==> src/rtl/cdq_pkg.sv <==
// Shared constants, opcodes and interface types of the circular deque.
package cdq_pkg;

  localparam int unsigned DEPTH  = 64;
  localparam int unsigned IDX_W  = $clog2(DEPTH);
  localparam int unsigned CNT_W  = $clog2(DEPTH + 1);
  localparam int unsigned WORD_W = 32;
  localparam int unsigned OP_W   = 3;

  localparam logic [OP_W-1:0] OP_PUSH_FRONT = 3'd0;
  localparam logic [OP_W-1:0] OP_PUSH_REAR  = 3'd1;
  localparam logic [OP_W-1:0] OP_POP_FRONT  = 3'd2;
  localparam logic [OP_W-1:0] OP_POP_REAR   = 3'd3;
  localparam logic [OP_W-1:0] OP_STATUS     = 3'd4;

  localparam logic signed [WORD_W-1:0] EMPTY_WORD = -32'sd1;

  typedef struct packed {
    logic                     en;
    logic [IDX_W-1:0]         addr;
    logic signed [WORD_W-1:0] data;
  } cdq_wr_t;

  typedef struct packed {
    logic [IDX_W-1:0] front;
    logic [IDX_W-1:0] rear;
    logic [CNT_W-1:0] count;
    logic [CNT_W-1:0] cap;
    logic             full;
    logic             empty;
    logic             ok;
  } cdq_stat_t;

endpackage

==> src/rtl/circular_deque_core.sv <==
// Top level of the circular deque: sequencer, slot store and result register.
// A double-ended ring queue of signed 32-bit words, up to 64 slots. Each input beat is
// one operation (push front, push rear, pop front, pop rear, status) and gives one
// result beat with the accept bit, the front and rear words (-1 when empty), the empty
// and full flags and the occupancy after the operation. The indices update and the store
// is written in the accept cycle, both ends are read from the slot store in ST_READ, and
// the read data lands in the result register in ST_LOAD, which holds while the result
// side has not taken the last result; no new beat is taken before the result is loaded.
// The slot store read starts only once the indices have settled. Writing the capacity
// (0 taken as 1, above 64 taken as 64) empties the queue; it is taken only while no
// operation is in flight.
module circular_deque_core (
  input  logic                              clk_i,
  input  logic                              rst_ni,
  input  logic                              cfg_valid_i,
  output logic                              cfg_ready_o,
  input  logic [cdq_pkg::CNT_W-1:0]         capacity_i,
  input  logic                              in_valid_i,
  output logic                              in_ready_o,
  input  logic [cdq_pkg::OP_W-1:0]          opcode_i,
  input  logic signed [cdq_pkg::WORD_W-1:0] data_value_i,
  output logic                              out_valid_o,
  input  logic                              out_ready_i,
  output logic                              accepted_o,
  output logic signed [cdq_pkg::WORD_W-1:0] front_word_o,
  output logic signed [cdq_pkg::WORD_W-1:0] rear_word_o,
  output logic                              empty_flag_o,
  output logic                              full_flag_o,
  output logic [cdq_pkg::CNT_W-1:0]         occupancy_o
);

  localparam logic [1:0] ST_IDLE = 2'd0;
  localparam logic [1:0] ST_READ = 2'd1;
  localparam logic [1:0] ST_LOAD = 2'd2;

  logic [1:0] state_q, state_d;
  logic       out_valid_q, out_valid_d;
  logic       in_beat, cfg_beat, load_en;

  cdq_pkg::cdq_wr_t   wr;
  cdq_pkg::cdq_stat_t stat;

  logic [cdq_pkg::WORD_W-1:0] rdata_front, rdata_rear;

  logic                              accepted_q;
  logic signed [cdq_pkg::WORD_W-1:0] front_word_q, rear_word_q;
  logic                              empty_q, full_q;
  logic [cdq_pkg::CNT_W-1:0]         occupancy_q;

  assign cfg_ready_o = (state_q == ST_IDLE);
  assign in_ready_o  = (state_q == ST_IDLE) && !cfg_valid_i;
  assign cfg_beat    = cfg_valid_i && cfg_ready_o;
  assign in_beat     = in_valid_i && in_ready_o;
  assign load_en     = (state_q == ST_LOAD) && (!out_valid_q || out_ready_i);

  cdq_ctrl u_ctrl (
    .clk_i       (clk_i),
    .rst_ni      (rst_ni),
    .cfg_we_i    (cfg_beat),
    .capacity_i  (capacity_i),
    .op_we_i     (in_beat),
    .opcode_i    (opcode_i),
    .data_value_i(data_value_i),
    .wr_o        (wr),
    .stat_o      (stat)
  );

  cdq_ram #(
    .Depth(cdq_pkg::DEPTH),
    .Width(cdq_pkg::WORD_W)
  ) u_ram (
    .clk_i    (clk_i),
    .we_i     (wr.en),
    .waddr_i  (wr.addr),
    .wdata_i  (wr.data),
    .re_i     (state_q == ST_READ),
    .raddr_a_i(stat.front),
    .raddr_b_i(stat.rear),
    .rdata_a_o(rdata_front),
    .rdata_b_o(rdata_rear)
  );

  always_comb begin
    state_d     = state_q;
    out_valid_d = out_valid_q;
    if (out_valid_q && out_ready_i) begin
      out_valid_d = 1'b0;
    end
    unique case (state_q)
      ST_IDLE: begin
        if (in_beat) begin
          state_d = ST_READ;
        end
      end
      ST_READ: begin
        state_d = ST_LOAD;
      end
      ST_LOAD: begin
        if (load_en) begin
          state_d     = ST_IDLE;
          out_valid_d = 1'b1;
        end
      end
      default: begin
        state_d = ST_IDLE;
      end
    endcase
  end

  always_ff @(posedge clk_i or negedge rst_ni) begin
    if (!rst_ni) begin
      state_q     <= ST_IDLE;
      out_valid_q <= 1'b0;
    end else begin
      state_q     <= state_d;
      out_valid_q <= out_valid_d;
    end
  end

  always_ff @(posedge clk_i) begin
    if (load_en) begin
      accepted_q   <= stat.ok;
      front_word_q <= stat.empty ? cdq_pkg::EMPTY_WORD : $signed(rdata_front);
      rear_word_q  <= stat.empty ? cdq_pkg::EMPTY_WORD : $signed(rdata_rear);
      empty_q      <= stat.empty;
      full_q       <= stat.full;
      occupancy_q  <= stat.count;
    end
  end

  assign out_valid_o  = out_valid_q;
  assign accepted_o   = accepted_q;
  assign front_word_o = front_word_q;
  assign rear_word_o  = rear_word_q;
  assign empty_flag_o = empty_q;
  assign full_flag_o  = full_q;
  assign occupancy_o  = occupancy_q;

  a_count_in_range: assert property (@(posedge clk_i) disable iff (!rst_ni)
    stat.count <= stat.cap)
    else $error("occupancy above capacity");

  a_beat_starts_read: assert property (@(posedge clk_i) disable iff (!rst_ni)
    in_beat |=> (state_q == ST_READ))
    else $error("accepted beat did not start a store read");

  a_load_gives_result: assert property (@(posedge clk_i) disable iff (!rst_ni)
    load_en |=> (out_valid_o && (state_q == ST_IDLE)))
    else $error("result not presented after load");

  a_push_counts: assert property (@(posedge clk_i) disable iff (!rst_ni)
    wr.en |=> (stat.count == $past(stat.count) + 7'd1))
    else $error("store write without count increment");

endmodule

==> src/rtl/cdq_ram.sv <==
// Generic RAM: one write port, two read ports with registered read data.
module cdq_ram #(
  parameter int unsigned Depth = 64,
  parameter int unsigned Width = 32,
  localparam int unsigned AddrW = (Depth > 1) ? $clog2(Depth) : 1
) (
  input  logic             clk_i,
  input  logic             we_i,
  input  logic [AddrW-1:0] waddr_i,
  input  logic [Width-1:0] wdata_i,
  input  logic             re_i,
  input  logic [AddrW-1:0] raddr_a_i,
  input  logic [AddrW-1:0] raddr_b_i,
  output logic [Width-1:0] rdata_a_o,
  output logic [Width-1:0] rdata_b_o
);

  logic [Width-1:0] mem [Depth];

  always_ff @(posedge clk_i) begin
    if (we_i) begin
      mem[waddr_i] <= wdata_i;
    end
  end

  always_ff @(posedge clk_i) begin
    if (re_i) begin
      rdata_a_o <= mem[raddr_a_i];
      rdata_b_o <= mem[raddr_b_i];
    end
  end

endmodule

==> src/rtl/cdq_ctrl.sv <==
// Index, count and capacity registers of the deque, with the store write request.
module cdq_ctrl (
  input  logic                             clk_i,
  input  logic                             rst_ni,
  input  logic                             cfg_we_i,
  input  logic [cdq_pkg::CNT_W-1:0]        capacity_i,
  input  logic                             op_we_i,
  input  logic [cdq_pkg::OP_W-1:0]         opcode_i,
  input  logic signed [cdq_pkg::WORD_W-1:0] data_value_i,
  output cdq_pkg::cdq_wr_t                 wr_o,
  output cdq_pkg::cdq_stat_t               stat_o
);

  logic [cdq_pkg::IDX_W-1:0] front_q, front_d;
  logic [cdq_pkg::IDX_W-1:0] rear_q, rear_d;
  logic [cdq_pkg::CNT_W-1:0] count_q, count_d;
  logic [cdq_pkg::CNT_W-1:0] cap_q, cap_d;
  logic                      ok_q, ok_d;

  logic [cdq_pkg::IDX_W-1:0] cap_m1;
  logic [cdq_pkg::IDX_W-1:0] front_inc, front_dec, rear_inc, rear_dec;
  logic [cdq_pkg::CNT_W-1:0] cap_new;
  logic                      full, empty;

  assign full   = (count_q == cap_q);
  assign empty  = (count_q == '0);
  assign cap_m1 = cdq_pkg::IDX_W'(cap_q - cdq_pkg::CNT_W'(1));

  assign front_inc = ((cdq_pkg::CNT_W'(front_q) + cdq_pkg::CNT_W'(1)) < cap_q) ?
                     front_q + cdq_pkg::IDX_W'(1) : '0;
  assign rear_inc  = ((cdq_pkg::CNT_W'(rear_q) + cdq_pkg::CNT_W'(1)) < cap_q) ?
                     rear_q + cdq_pkg::IDX_W'(1) : '0;
  assign front_dec = (front_q != '0) ? front_q - cdq_pkg::IDX_W'(1) : cap_m1;
  assign rear_dec  = (rear_q != '0) ? rear_q - cdq_pkg::IDX_W'(1) : cap_m1;

  always_comb begin
    if (capacity_i == '0) begin
      cap_new = cdq_pkg::CNT_W'(1);
    end else if (capacity_i > cdq_pkg::CNT_W'(cdq_pkg::DEPTH)) begin
      cap_new = cdq_pkg::CNT_W'(cdq_pkg::DEPTH);
    end else begin
      cap_new = capacity_i;
    end
  end

  always_comb begin
    front_d      = front_q;
    rear_d       = rear_q;
    count_d      = count_q;
    cap_d        = cap_q;
    ok_d         = ok_q;
    wr_o.en      = 1'b0;
    wr_o.addr    = front_inc;
    wr_o.data    = data_value_i;
    if (cfg_we_i) begin
      cap_d   = cap_new;
      front_d = cdq_pkg::IDX_W'(cap_new - cdq_pkg::CNT_W'(1));
      rear_d  = '0;
      count_d = '0;
    end else if (op_we_i) begin
      ok_d = 1'b0;
      unique case (opcode_i)
        cdq_pkg::OP_PUSH_FRONT: begin
          if (!full) begin
            front_d   = front_inc;
            wr_o.en   = 1'b1;
            wr_o.addr = front_inc;
            count_d   = count_q + cdq_pkg::CNT_W'(1);
            ok_d      = 1'b1;
          end
        end
        cdq_pkg::OP_PUSH_REAR: begin
          if (!full) begin
            rear_d    = rear_dec;
            wr_o.en   = 1'b1;
            wr_o.addr = rear_dec;
            count_d   = count_q + cdq_pkg::CNT_W'(1);
            ok_d      = 1'b1;
          end
        end
        cdq_pkg::OP_POP_FRONT: begin
          if (!empty) begin
            front_d = front_dec;
            count_d = count_q - cdq_pkg::CNT_W'(1);
            ok_d    = 1'b1;
          end
        end
        cdq_pkg::OP_POP_REAR: begin
          if (!empty) begin
            rear_d  = rear_inc;
            count_d = count_q - cdq_pkg::CNT_W'(1);
            ok_d    = 1'b1;
          end
        end
        cdq_pkg::OP_STATUS: begin
          ok_d = 1'b1;
        end
        default: begin
          ok_d = 1'b0;
        end
      endcase
    end
  end

  always_ff @(posedge clk_i or negedge rst_ni) begin
    if (!rst_ni) begin
      front_q <= cdq_pkg::IDX_W'(cdq_pkg::DEPTH - 1);
      rear_q  <= '0;
      count_q <= '0;
      cap_q   <= cdq_pkg::CNT_W'(cdq_pkg::DEPTH);
      ok_q    <= 1'b0;
    end else begin
      front_q <= front_d;
      rear_q  <= rear_d;
      count_q <= count_d;
      cap_q   <= cap_d;
      ok_q    <= ok_d;
    end
  end

  assign stat_o.front = front_q;
  assign stat_o.rear  = rear_q;
  assign stat_o.count = count_q;
  assign stat_o.cap   = cap_q;
  assign stat_o.full  = full;
  assign stat_o.empty = empty;
  assign stat_o.ok    = ok_q;

endmodule
==> config.mk <==
export PLATFORM = sky130hd
export DESIGN_NAME = circular_deque_core
export DESIGN_NICKNAME = d
export VERILOG_FILES = /design/src/rtl/cdq_pkg.sv /design/src/rtl/circular_deque_core.sv /design/src/rtl/cdq_ram.sv /design/src/rtl/cdq_ctrl.sv
export SDC_FILE = /design/constraint.sdc
export NUM_CORES = 2
export LEC_CHECK = 0
export CAP_MARGIN = 20
export CORE_MARGIN = 2
export CORE_UTILIZATION = 56
export CTS_CLUSTER_DIAMETER = 50
export CTS_CLUSTER_SIZE = 40
export DETAILED_ROUTE_END_ITERATION = 7
export DONT_BUFFER_PORTS = 1
export MAX_ROUTING_LAYER = met4
export PLACE_DENSITY_LB_ADDON = 0.2
export SLEW_MARGIN = 40
export SYNTH_ARGS = -nofsm -noshare
export SYNTH_HDL_FRONTEND = slang
export SYNTH_SLANG_ARGS = --single-unit
==> constraint.sdc <==
create_clock -name clk_i -period 5.76 [get_ports clk_i]
set_clock_uncertainty 0.2 [all_clocks]
set_input_delay 1.728 -clock clk_i [delete_from_list [all_inputs] [get_ports clk_i]]
set_output_delay 1.728 -clock clk_i [all_outputs]
set_load 0.05 [all_outputs]
==> metrics.txt <==
clock buffer depth 3; Period Utilization, post-route 87.8%; first-pass GRT wire length ~450000 um; Synth top cells by count edfxtp_1 (2186), mux4_2 (880), nor2_1 (261), clkbuf_1 (224), mux2i_1 (215); critical path arrival about 5400 ps; Slew Viols, Final 0; Routed Antenna Nets 0; syn_nets around 5.5k; FF-to-FF setup slack 700 ps; die width 430 um; Unique masters post-synth 80; Clk pin slew, worst setup/hold paths approximately 70 ps; largest net degree at the start of global routing about 120; Worst Hold End accepted_o; worst vdd ir between 0.3 and 0.4 mV; Initial Util a little under three fifths; Avg WL per Cell 40.4 um; drt total wl 325000 um; synth top area cells edfxtp_1 (65%), mux4_2 (19%), mux2i_1 (2.1%); Hold Crit Class reg -> reg; Hold Crit Start u_ctrl.ok_q; layout cell share with drive strength beyond 1 between 30% and 40%; Clock Latency Late Sink between 800 and 900 ps; # clock sinks 2216; worst path required time 6100 ps; RSZ-0062 raised after global routing false; die area approximately 190000 um^2; Yosys Warn Count 0; pre-CTS setup slack 709 ps; Post-synth EDFFs ~2.2k; most numerous cell in the Yosys netlist edfxtp_1; Final #Nets between 5k and 6k; post-CTS setup buffer count 0; DR vias/cell around 7.6; Vias roughly 60k; Max Cap Violations 0; Synth async-reset ratio roughly 1.4%; path depth of the worst reg2reg path 11; worst-margin pin slew between 900 and 1000 ps; sequential area share after synthesis 65.3%; H-tree levels 4; Hold Buf Count CTS 0; hold_ws 251 ps; gr ovfl total 0; Mapped Area between 100000 and 150000 um^2; initial antenna violation count 9; I/O Buffers 0; min setup slack post-route 704 ps; CP Launch Type flip-flop; status finished clean; Total GRT Usage 36.3%; Core Area ~180000 um^2; min Tclk post-route slightly above 5000 ps; synthesized flop and latch total approximately 2.2k; Main synth FF type edfxtp_1; setup TNS 0 ps; power density cells around 350 nW/um^2; I/O Pins between 100 and 150; syn avg cell area about 19 um^2; HPWL after DPL slightly below 200000 um; number of global-route vias before repair approximately 59k; Critical Path Sink Type flip-flop; Max Clk Rate around 200 MHz; Initial DRT Pass Iterations 6; slew margin rel. between 30% and 40%; final number of hold-violating endpoints 0; FF-to-FF End u_ram.mem[49][20]; # resized after CTS 0; post-synth top area share between 60% and 70%; area grow syn2layout 10.9%; die height ~430 um; Iter 0 DRT Violations 9831; gpl congestion 0.948; CTS tree built; r2r startpoint u_ctrl.front_q[0]; Max FO, Critical Path 15; biggest area consumer among synthesized cells edfxtp_1; Crit Path Class reg -> reg; final setup fails 0; Core Rows around 160; hold depth 0; drt drc 0; CTS Buf Count 172; CTS root buffer clkbuf_16; leak pwr roughly 35 nW; Syn Inst Count roughly 5.5k
stage by stage:
| step | utilization [%] | cell area [um^2] | std cells | power (mW) |
|---|---|---|---|---|
| after floorplan | - | 102000 | 5468 | 23.3 |
| after global placement | 58.8 | 106000 | 7672 | 26.3 |
| after detailed placement | 59.0 | 107000 | 7697 | 26.4 |
| after CTS | 62.4 | 113000 | 8019 | 38.9 |
| after global routing | 62.5 | 113000 | 8029 | 39.9 |
| final | 62.5 | 113000 | 8034 | 39.0 |
routing by layer:
layer	routed length, um	global-route usage, %	vias up
met1	116000	47.9	32100
met2	149000	53.3	4481
met3	38900	8.00	825
li1	-	-	23500
met4	21100	19.5	0
met5	0	-	-
cell families after synthesis:
family / after synthesis / share of synthesized area, %
adder cells (fa/ha/maj): 26 / 0.327
multiplexers: 1208 / 22.9
AND/OR/NAND/NOR: 631 / 2.97
AO/OA/AOI/OAI: 882 / 6.16
flip-flops: 2216 / 65.3
buffers and inverters: 474 / 2.14
XOR/XNOR: 31 / 0.267
cells in the final DEF (no fill, tap or decap), drive strengths merged, types with 39 or more instances in the layout:
| cell type | count |
|---|---|
| o221ai | 117 |
| o21ai | 123 |
| a22oi | 134 |
| clkinv | 61 |
| mux4 | 880 |
| a221oi | 74 |
| nand3 | 42 |
| mux2i | 215 |
| o211ai | 39 |
| buf | 295 |
| o22ai | 91 |
| edfxtp | 2186 |
| a21oi | 146 |
| nor3 | 55 |
| a22o | 66 |
| inv | 110 |
| nand2 | 93 |
| clkbuf | 178 |
| nor2 | 261 |
| nand2b | 79 |
| mux2 | 113 |
final cells by class:
cell class              instances  area (um^2)
clock inverters               144         1690
inverters                      44          168
repair buffers                295         3400
diodes                          9         22.5
fillers                     12400        67800
well taps                    2370         2970
multi-input cells            2778        33800
flip-flops and latches       2216        66400
clock buffers                 178         4350
worst max-delay path by stage:
stage / cells after the start / endpoint / from / slack, ps
after global routing: 12 / u_ram.mem[29][13] / u_ctrl.front_q[0] / 480
after CTS: 12 / u_ram.mem[29][13] / u_ctrl.front_q[0] / 760
final: 11 / u_ram.mem[49][20] / u_ctrl.front_q[0] / 700
after detailed placement: 7 / u_ram.mem[29][13] / cfg_valid_i / 710
after floorplan: 14 / u_ram.mem[18][0] / u_ctrl.front_q[0] / 530
after global placement: 8 / u_ram.mem[49][27] / cfg_valid_i / 470
power breakdown:
group / switching, mW / internal [mW]
Sequential: 0.267 / 17.9
Combinational: 5.01 / 3.04
Clock: 6.47 / 6.29
Total: 11.7 / 27.3
registers in the layout, summed over array words and instances (netlist names), 7 cells and up:
| register | flops |
|---|---|
| u_ram.mem | 2048 |
| front_word_o | 32 |
| rear_word_o | 32 |
| u_ram.rdata_a_o | 32 |
| u_ram.rdata_b_o | 32 |
| occupancy_o | 7 |
| u_ctrl.cap_q | 7 |
| u_ctrl.count_q | 7 |
critical path, stage by stage, from the launching register on:
cell and delay [ps]:
dfstp_4 790, ha_1 310, xnor2_1 310, inv_1 220, ha_1 340, a21o_1 180, a31oi_1 300, o211ai_1 380
nor4_1 480, a31oi_4 220, nor2_4 730, buf_12 250
No activity file was read; power rests on OpenSTA's default activity.
